==> src/rtl/core/lfs_pkg.sv <==
// ============================================================================
// lfs_pkg: shared types and constants of the line follow steering core
// Drive modes, register indexes, pipeline payloads and the angle tables.
// ============================================================================
`default_nettype none

package lfs_pkg;

    localparam int GAIN_DEN      = 8;
    localparam int FORWARD_ANGLE = 45;
    localparam int POWER_MAX     = 100;

    localparam int ANGLE_STEPS = 90;
    localparam int ANGLE_W     = $clog2(ANGLE_STEPS + 1);
    localparam int FRAC_BITS   = 40;
    localparam int ROM_W       = FRAC_BITS + 1;
    localparam int PROD_W      = ROM_W + 8;

    // Angle step k is k*157/ROM_DEN rad.
    localparam longint ROM_DEN      = 9000;
    localparam int     SERIES_TERMS = 16;

    // Term ratios of the sine series, (2n)(2n+1), and of the cosine series, (2n-1)(2n).
    localparam longint SIN_DIV [1:SERIES_TERMS] = '{
        6, 20, 42, 72, 110, 156, 210, 272, 342, 420, 506, 600, 702, 812, 930, 1056
    };
    localparam longint COS_DIV [1:SERIES_TERMS] = '{
        2, 12, 30, 56, 90, 132, 182, 240, 306, 380, 462, 552, 650, 756, 870, 992
    };

    // Division by 100 as a multiplication by a rounded-up reciprocal.
    localparam int MIX_RECIP = 5243;
    localparam int MIX_SHIFT = 19;
    localparam int MIX_W     = 14 + 13;

    localparam logic [ANGLE_W-1:0] PROBE_INIT = ANGLE_W'(1) << (ANGLE_W - 1);

    localparam logic [7:0] WHITE_LEFT_RST  = 8'd0;
    localparam logic [7:0] WHITE_RIGHT_RST = 8'd0;
    localparam logic [7:0] BLACK_LEFT_RST  = 8'd255;
    localparam logic [7:0] BLACK_RIGHT_RST = 8'd255;
    localparam logic [7:0] BLACK_LIM_RST   = 8'd20;
    localparam logic [7:0] WHITE_LIM_RST   = 8'd200;
    localparam logic [7:0] GAIN_NUM_RST    = 8'd1;
    localparam logic [6:0] FWD_SPEED_RST   = 7'd50;

    typedef enum logic [1:0] {
        MODE_STEER = 2'd0,
        MODE_BLACK = 2'd1,
        MODE_WHITE = 2'd2
    } mode_t;

    typedef enum logic [2:0] {
        REG_WHITE_LEFT  = 3'd0,
        REG_WHITE_RIGHT = 3'd1,
        REG_BLACK_LEFT  = 3'd2,
        REG_BLACK_RIGHT = 3'd3,
        REG_BLACK_LIM   = 3'd4,
        REG_WHITE_LIM   = 3'd5,
        REG_GAIN_NUM    = 3'd6,
        REG_FWD_SPEED   = 3'd7
    } reg_idx_t;

    typedef struct packed {
        logic [7:0] white_left;
        logic [7:0] white_right;
        logic [7:0] black_left;
        logic [7:0] black_right;
        logic [7:0] both_black_limit;
        logic [7:0] both_white_limit;
        logic [7:0] gain_num;
        logic [6:0] forward_speed;
    } cfg_t;

    typedef struct packed {
        logic [7:0]         dl;
        logic [7:0]         dr;
        logic [ANGLE_W-1:0] acc;
        logic [ANGLE_W-1:0] probe;
        mode_t              mode;
    } sar_t;

    typedef struct packed {
        mode_t      mode;
        logic [6:0] right;
        logic [6:0] left;
    } res_t;

    typedef logic [ROM_W-1:0] rom_t [0:ANGLE_STEPS];

    // Taylor series of sine and cosine in Q40, evaluated at elaboration.
    function automatic rom_t build_rom(input logic want_cos);
        rom_t   t;
        longint one;
        longint num;
        longint st;
        longint ss;
        longint ct;
        longint cs;
        one = longint'(1) << FRAC_BITS;
        for (int k = 0; k <= ANGLE_STEPS; k++) begin
            num = longint'(k) * 157;
            st  = one * num / ROM_DEN;
            ss  = st;
            ct  = one;
            cs  = one;
            for (int n = 1; n <= SERIES_TERMS; n++) begin
                st = st * num / ROM_DEN;
                st = st * num / ROM_DEN;
                st = st / SIN_DIV[n];
                ct = ct * num / ROM_DEN;
                ct = ct * num / ROM_DEN;
                ct = ct / COS_DIV[n];
                if ((n & 1) == 1) begin
                    ss = ss - st;
                    cs = cs - ct;
                end else begin
                    ss = ss + st;
                    cs = cs + ct;
                end
            end
            t[k] = want_cos ? cs[ROM_W-1:0] : ss[ROM_W-1:0];
        end
        return t;
    endfunction

    localparam rom_t SIN_ROM = build_rom(1'b0);
    localparam rom_t COS_ROM = build_rom(1'b1);

endpackage

`default_nettype wire

==> src/rtl/core/lfs_mix.sv <==
// ============================================================================
// lfs_mix: proportional steering and differential motor mix
// Scales the angle error by the gain, spreads it over the forward speed and
// clamps both motor powers. Four pipeline stages, the last one the output.
// ============================================================================
`default_nettype none

module lfs_mix
    import lfs_pkg::*;
(
    input  wire logic aclk,
    input  wire logic aresetn,
    input  wire cfg_t cfg,
    input  wire logic in_valid,
    input  wire sar_t in_data,
    output logic      in_ready,
    output logic      out_valid,
    output res_t      out_data,
    input  wire logic out_ready
);

    logic             v1_reg;
    logic             v2_reg;
    logic             v3_reg;
    logic             v4_reg;
    logic             neg1_reg;
    logic [6:0]       mag1_reg;
    mode_t            mode1_reg;
    logic             neg2_reg;
    logic [13:0]      x2_reg;
    mode_t            mode2_reg;
    logic             neg3_reg;
    logic [MIX_W-1:0] y3_reg;
    mode_t            mode3_reg;
    res_t             res4_reg;

    logic             rdy1;
    logic             rdy2;
    logic             rdy3;
    logic             rdy4;
    logic signed [7:0]  err;
    logic signed [16:0] prod;
    logic signed [16:0] quo;
    logic             neg1_next;
    logic [6:0]       mag1_next;
    logic [13:0]      x2_next;
    logic [MIX_W-1:0] y3_next;
    logic [7:0]       d;
    logic [8:0]       plus;
    logic [6:0]       minus;
    logic [6:0]       up_c;
    logic [6:0]       dn_c;
    logic [6:0]       fs_cap;
    res_t             res4_next;

    assign rdy4     = ~v4_reg | out_ready;
    assign rdy3     = ~v3_reg | rdy4;
    assign rdy2     = ~v2_reg | rdy3;
    assign rdy1     = ~v1_reg | rdy2;
    assign in_ready = rdy1;

    always_comb begin
        err  = 8'(FORWARD_ANGLE) - signed'({1'b0, in_data.acc});
        prod = 17'(err) * 17'(signed'({1'b0, cfg.gain_num}));
        quo  = prod / 17'(GAIN_DEN);
        neg1_next = (quo < 17'sd0);
        if (quo > 17'(POWER_MAX) || quo < -17'(POWER_MAX)) begin
            mag1_next = 7'(POWER_MAX);
        end else if (quo < 17'sd0) begin
            mag1_next = 7'(-quo);
        end else begin
            mag1_next = 7'(quo);
        end
    end

    always_comb begin
        x2_next = 14'(mag1_reg) * 14'(cfg.forward_speed);
        y3_next = MIX_W'(x2_reg) * MIX_W'(MIX_RECIP);
    end

    always_comb begin
        d      = 8'(y3_reg >> MIX_SHIFT);
        plus   = 9'(cfg.forward_speed) + 9'(d);
        minus  = (8'(cfg.forward_speed) >= d) ? 7'(8'(cfg.forward_speed) - d) : 7'd0;
        up_c   = (plus > 9'(POWER_MAX)) ? 7'(POWER_MAX) : plus[6:0];
        dn_c   = (minus > 7'(POWER_MAX)) ? 7'(POWER_MAX) : minus;
        fs_cap = (cfg.forward_speed > 7'(POWER_MAX)) ? 7'(POWER_MAX) : cfg.forward_speed;
        res4_next.mode = mode3_reg;
        case (mode3_reg)
            MODE_BLACK: begin
                res4_next.left  = fs_cap;
                res4_next.right = fs_cap;
            end
            MODE_WHITE: begin
                res4_next.left  = 7'd0;
                res4_next.right = fs_cap;
            end
            default: begin
                res4_next.left  = neg3_reg ? dn_c : up_c;
                res4_next.right = neg3_reg ? up_c : dn_c;
            end
        endcase
    end

    always_ff @(posedge aclk) begin
        if (!aresetn) begin
            v1_reg <= 1'b0;
            v2_reg <= 1'b0;
            v3_reg <= 1'b0;
            v4_reg <= 1'b0;
        end else begin
            if (rdy1) begin
                v1_reg <= in_valid;
            end
            if (rdy2) begin
                v2_reg <= v1_reg;
            end
            if (rdy3) begin
                v3_reg <= v2_reg;
            end
            if (rdy4) begin
                v4_reg <= v3_reg;
            end
        end
    end

    always_ff @(posedge aclk) begin
        if (rdy1 && in_valid) begin
            neg1_reg  <= neg1_next;
            mag1_reg  <= mag1_next;
            mode1_reg <= in_data.mode;
        end
        if (rdy2 && v1_reg) begin
            neg2_reg  <= neg1_reg;
            x2_reg    <= x2_next;
            mode2_reg <= mode1_reg;
        end
        if (rdy3 && v2_reg) begin
            neg3_reg  <= neg2_reg;
            y3_reg    <= y3_next;
            mode3_reg <= mode2_reg;
        end
        if (rdy4 && v3_reg) begin
            res4_reg <= res4_next;
        end
    end

    assign out_valid = v4_reg;
    assign out_data  = res4_reg;

endmodule

`default_nettype wire

==> config.mk <==
export PLATFORM = sky130hd
export DESIGN_NAME = lfs_mix
export DESIGN_NICKNAME = d
export VERILOG_FILES = /design/src/rtl/core/lfs_pkg.sv /design/src/rtl/core/lfs_mix.sv
export SDC_FILE = /design/constraint.sdc
export NUM_CORES = 1
export LEC_CHECK = 0
export BUFFER_PORTS_ARGS = -buffer_cell sky130_fd_sc_hd__buf_2
export CORE_UTILIZATION = 60
export DETAILED_ROUTE_END_ITERATION = 12
export GPL_ROUTABILITY_DRIVEN = 0
export GPL_TIMING_DRIVEN = 0
export PLACE_DENSITY = 0.81
export SETUP_SLACK_MARGIN = 0.05
export SLEW_MARGIN = 25
export SYNTH_ARGS = -nofsm -noshare
export SYNTH_HDL_FRONTEND = slang
export SYNTH_SLANG_ARGS = --single-unit
export TNS_END_PERCENT = 30
==> constraint.sdc <==
create_clock -name aclk -period 21.7 [get_ports aclk]
set_input_delay 4.34 -clock aclk [delete_from_list [all_inputs] [get_ports aclk]]
set_output_delay 4.34 -clock aclk [all_outputs]
set_load 0.01 [all_outputs]
==> out/metrics.csv <==
stage,metric,value,unit
clock_network,cts_max_level,3,
yosys,netlist_instances,1124,
clock_network,ctsResizeCount,0,
global_route,grt_pass1_wl,37600,microns
yosys,synth-main-ff-cell,edfxtp_1,
cells_and_area,n_antenna_cell,0,
clock_network,postCtsSetupRepairBufs,0,
sta,slew_viol_final,0,
route,via_per_inst,5.66,
route,routed_wl,22000,microns
cells_and_area,post-route-util,66.4,%
floorplanning,row_count,48,
critical_path,arrival,12.81,ns
cells_and_area,layout-drive-gt1-share,7.42,%
outcome,status,"finished, final reports clean",
route,drtIter0Drc,464,
global_route,grt_pass1_vias,8289,
critical_path,crit_type,in -> reg,
min_path,min_to,mode2_reg[1],
sta,period_share,58.1,%
critical_path,ff2ff_path_depth,19,
sta,tightest_slew,0.795,ns
sta,fmax,79.3,MHz
global_route,grt.total_usage,25.7,%
critical_path,rr_endpoint,y3_reg[26],
clock_network,cts.path.max_buffers,2,
sta,worst_slack,9.08,ns
min_path,hold_start,mode1_reg[1],
critical_path,worstPathMaxFanout,10,
sta,rsz0062_at_grt,false,
sta,slew_headroom,46.6,%
floorplanning,io_pins,117,
critical_path,path_common_cell,inv_1,
yosys,avgSynthCellArea,9.51,sq um
min_path,hold_path.class,reg -> reg,
sta,finClkSkew,0.00582,ns
floorplanning,dieArea,18300,sq um
route,wl_per_cell,15.6,microns
yosys,async_flop_share,0,%
clock_network,post_cts_hold_buffer_count,0,
yosys,synth-edff-count,54,
clock_network,insertion_delay,0.33,ns
cells_and_area,final_nets,1597,
critical_path,crit_buf_inv,9,
clock_network,cts_sinks,58,
route,route.detailed.drc,0,
floorplanning,coreArea,17400,sq um
sta,period_needed,12.62,ns
placed_design,port_buffers,45,
flow_run,maxCapViolations,0,
clock_network,tritoncts,yes,
critical_path,cp.required,21.89,ns
route,drt_first_pass_iters,5,
route,antenna_left,0,
clock_network,numCtsBuffers,9,
placed_design,hpwlAfterDp,18200,microns
sta,fin_tns_setup,0,ns
sta,hold_viol,0,
min_path,holdPathStages,0,
route,num_vias,7980,
yosys,synth_area,10700,sq um
yosys,synth.yosys.warnings,0,
critical_path,critical_path.top_delay_family,adder cells,
clock_network,root_buffer,clkbuf_16,
placed_design,dp_slack,8.72,ns
critical_path,r2r_setup_slack,15.63,ns
yosys,synthDistinctLibCells,72,
yosys,ys_ff_latch,58,
floorplanning,die_y,135,microns
global_route,grt_antenna_before_repair,0,
cells_and_area,syn2layout_area_growth,7.77,%
clock_network,clkTransAtPathRegs,0.05,ns
sta,setup_viol,0,
critical_path,cp-start-kind,input port,
cells_and_area,largest_register_ffs,16,
global_route,grt_overflow,0,
critical_path,end_kind,register,
yosys,syn-num-nets,1540,
floorplanning,initial_utilization,61.6,%
global_route,grt_max_degree,17,
yosys,ys_seq_area_share,15.9,%
floorplanning,die_w,135,microns
critical_path,crit-reg2reg-launch,x2_reg[8],
critical_path,slowest_delay,0.64,ns
critical_path,cp_slowest_cell,a21oi_1,
[layout make-up]
type | instances | area, sq um
Timing Repair Buffer | 46 | 236
Clock buffer | 12 | 246
Clock inverter | 4 | 51.3
Inverter | 238 | 893
Buffer | 17 | 83.8
Tap cell | 225 | 282
Fill cell | 1360 | 5840
Multi-Input combinational cell | 811 | 8020
Sequential cell | 58 | 1700
[layer usage]
layer / share of wire, % / global-route usage, %
met4: 3.2 / 9.99
met1: 42 / 30.2
met3: 3.5 / 2.88
met2: 51 / 47.5
met5: 0 / 0
[worst max path at each step]
stage,from,endpoint,slack [ns],depth (start not counted)
CTS,in_data[10],mag1_reg[1],9.04,33
global placement,in_data[10],mag1_reg[4],8.83,33
detailed placement,in_data[10],mag1_reg[2],8.72,33
global route,in_data[10],mag1_reg[2],8.57,33
finish,in_data[10],mag1_reg[1],9.08,33
floorplan,in_data[10],mag1_reg[2],10.05,32
[worst reg2reg max path, delay by kind of cell, from the launching register on]
kind | cells | cell delay, ns
fa+ha+maj | 6 | 2.74
compound gates | 7 | 1.91
buf+inv | 4 | 0.22
simple gates | 1 | 0.23
xor+xnor | 1 | 0.12
flops | 1 | 0.57
[kinds of logic after synthesis]
logic type / count (synthesis) / share of synthesized area [%]
compound gates: 165 / 10.8
xor+xnor: 50 / 4.17
fa+ha+maj: 317 / 46.0
buf+inv: 255 / 9.14
flops: 58 / 15.9
mux: 3 / 0.281
simple gates: 276 / 13.7
[synthesized netlist by cell type, types with 5 or more instances]
cell type / count / area, sq um
ha_1: 191 / 2390
inv_1: 238 / 893
a21oi_1: 40 / 200
nor2_1: 40 / 150
a22o_1: 6 / 52.6
clkbuf_1: 11 / 41.3
nand3_1: 11 / 55.1
xor2_1: 18 / 158
fa_1: 126 / 2520
and2_1: 43 / 269
nand2b_1: 11 / 68.8
nor3_1: 16 / 80.1
nand4_1: 5 / 31.3
edfxtp_1: 54 / 1620
o21ai_0: 26 / 130
a211oi_1: 10 / 75.1
and3_1: 12 / 75.1
a21o_1: 15 / 113
o21a_1: 6 / 45.0
or2_2: 7 / 43.8
xnor2_1: 31 / 272
nand2_1: 61 / 229
nor2b_1: 50 / 313
[metrics by stage]
stage | instance area, sq um | hold slack [ns] | cells
6_report | 11500 | 0.415 | 1411
3_3_place_gp | 11200 | 0.404 | 1394
5_1_grt | 11500 | 0.426 | 1411
3_5_place_dp | 11200 | 0.405 | 1395
2_1_floorplan | 10700 | 0.400 | 1124
4_1_cts | 11500 | 0.413 | 1411
[layout by cell type, fill, tap and decap left out, types with 4 or more instances in the layout]
master and count:
a211oi_1 10, fa_1 126, inv_1 238, and3_1 12, o221ai_1 4, nor3_1 16
a21oi_1 40, buf_2 49, and2_1 43, o21ai_0 26, o21bai_1 4, or3_1 4
clkbuf_16 9, o41ai_1 4, nor4_1 4, clkbuf_1 13, xor2_1 18, o21a_1 6
a211o_1 4, nand4_1 5, or2_2 7, nor2_1 40, edfxtp_1 54, ha_1 191
a21o_1 15, nand2b_1 11, dfxtp_1 4, xnor2_1 31, nand2_1 61, a22o_1 6
nor2b_1 48, nand3_1 11
Power is not shown: default switching activity piles up to over one toggle a cycle in this logic, so the estimate is an artifact.
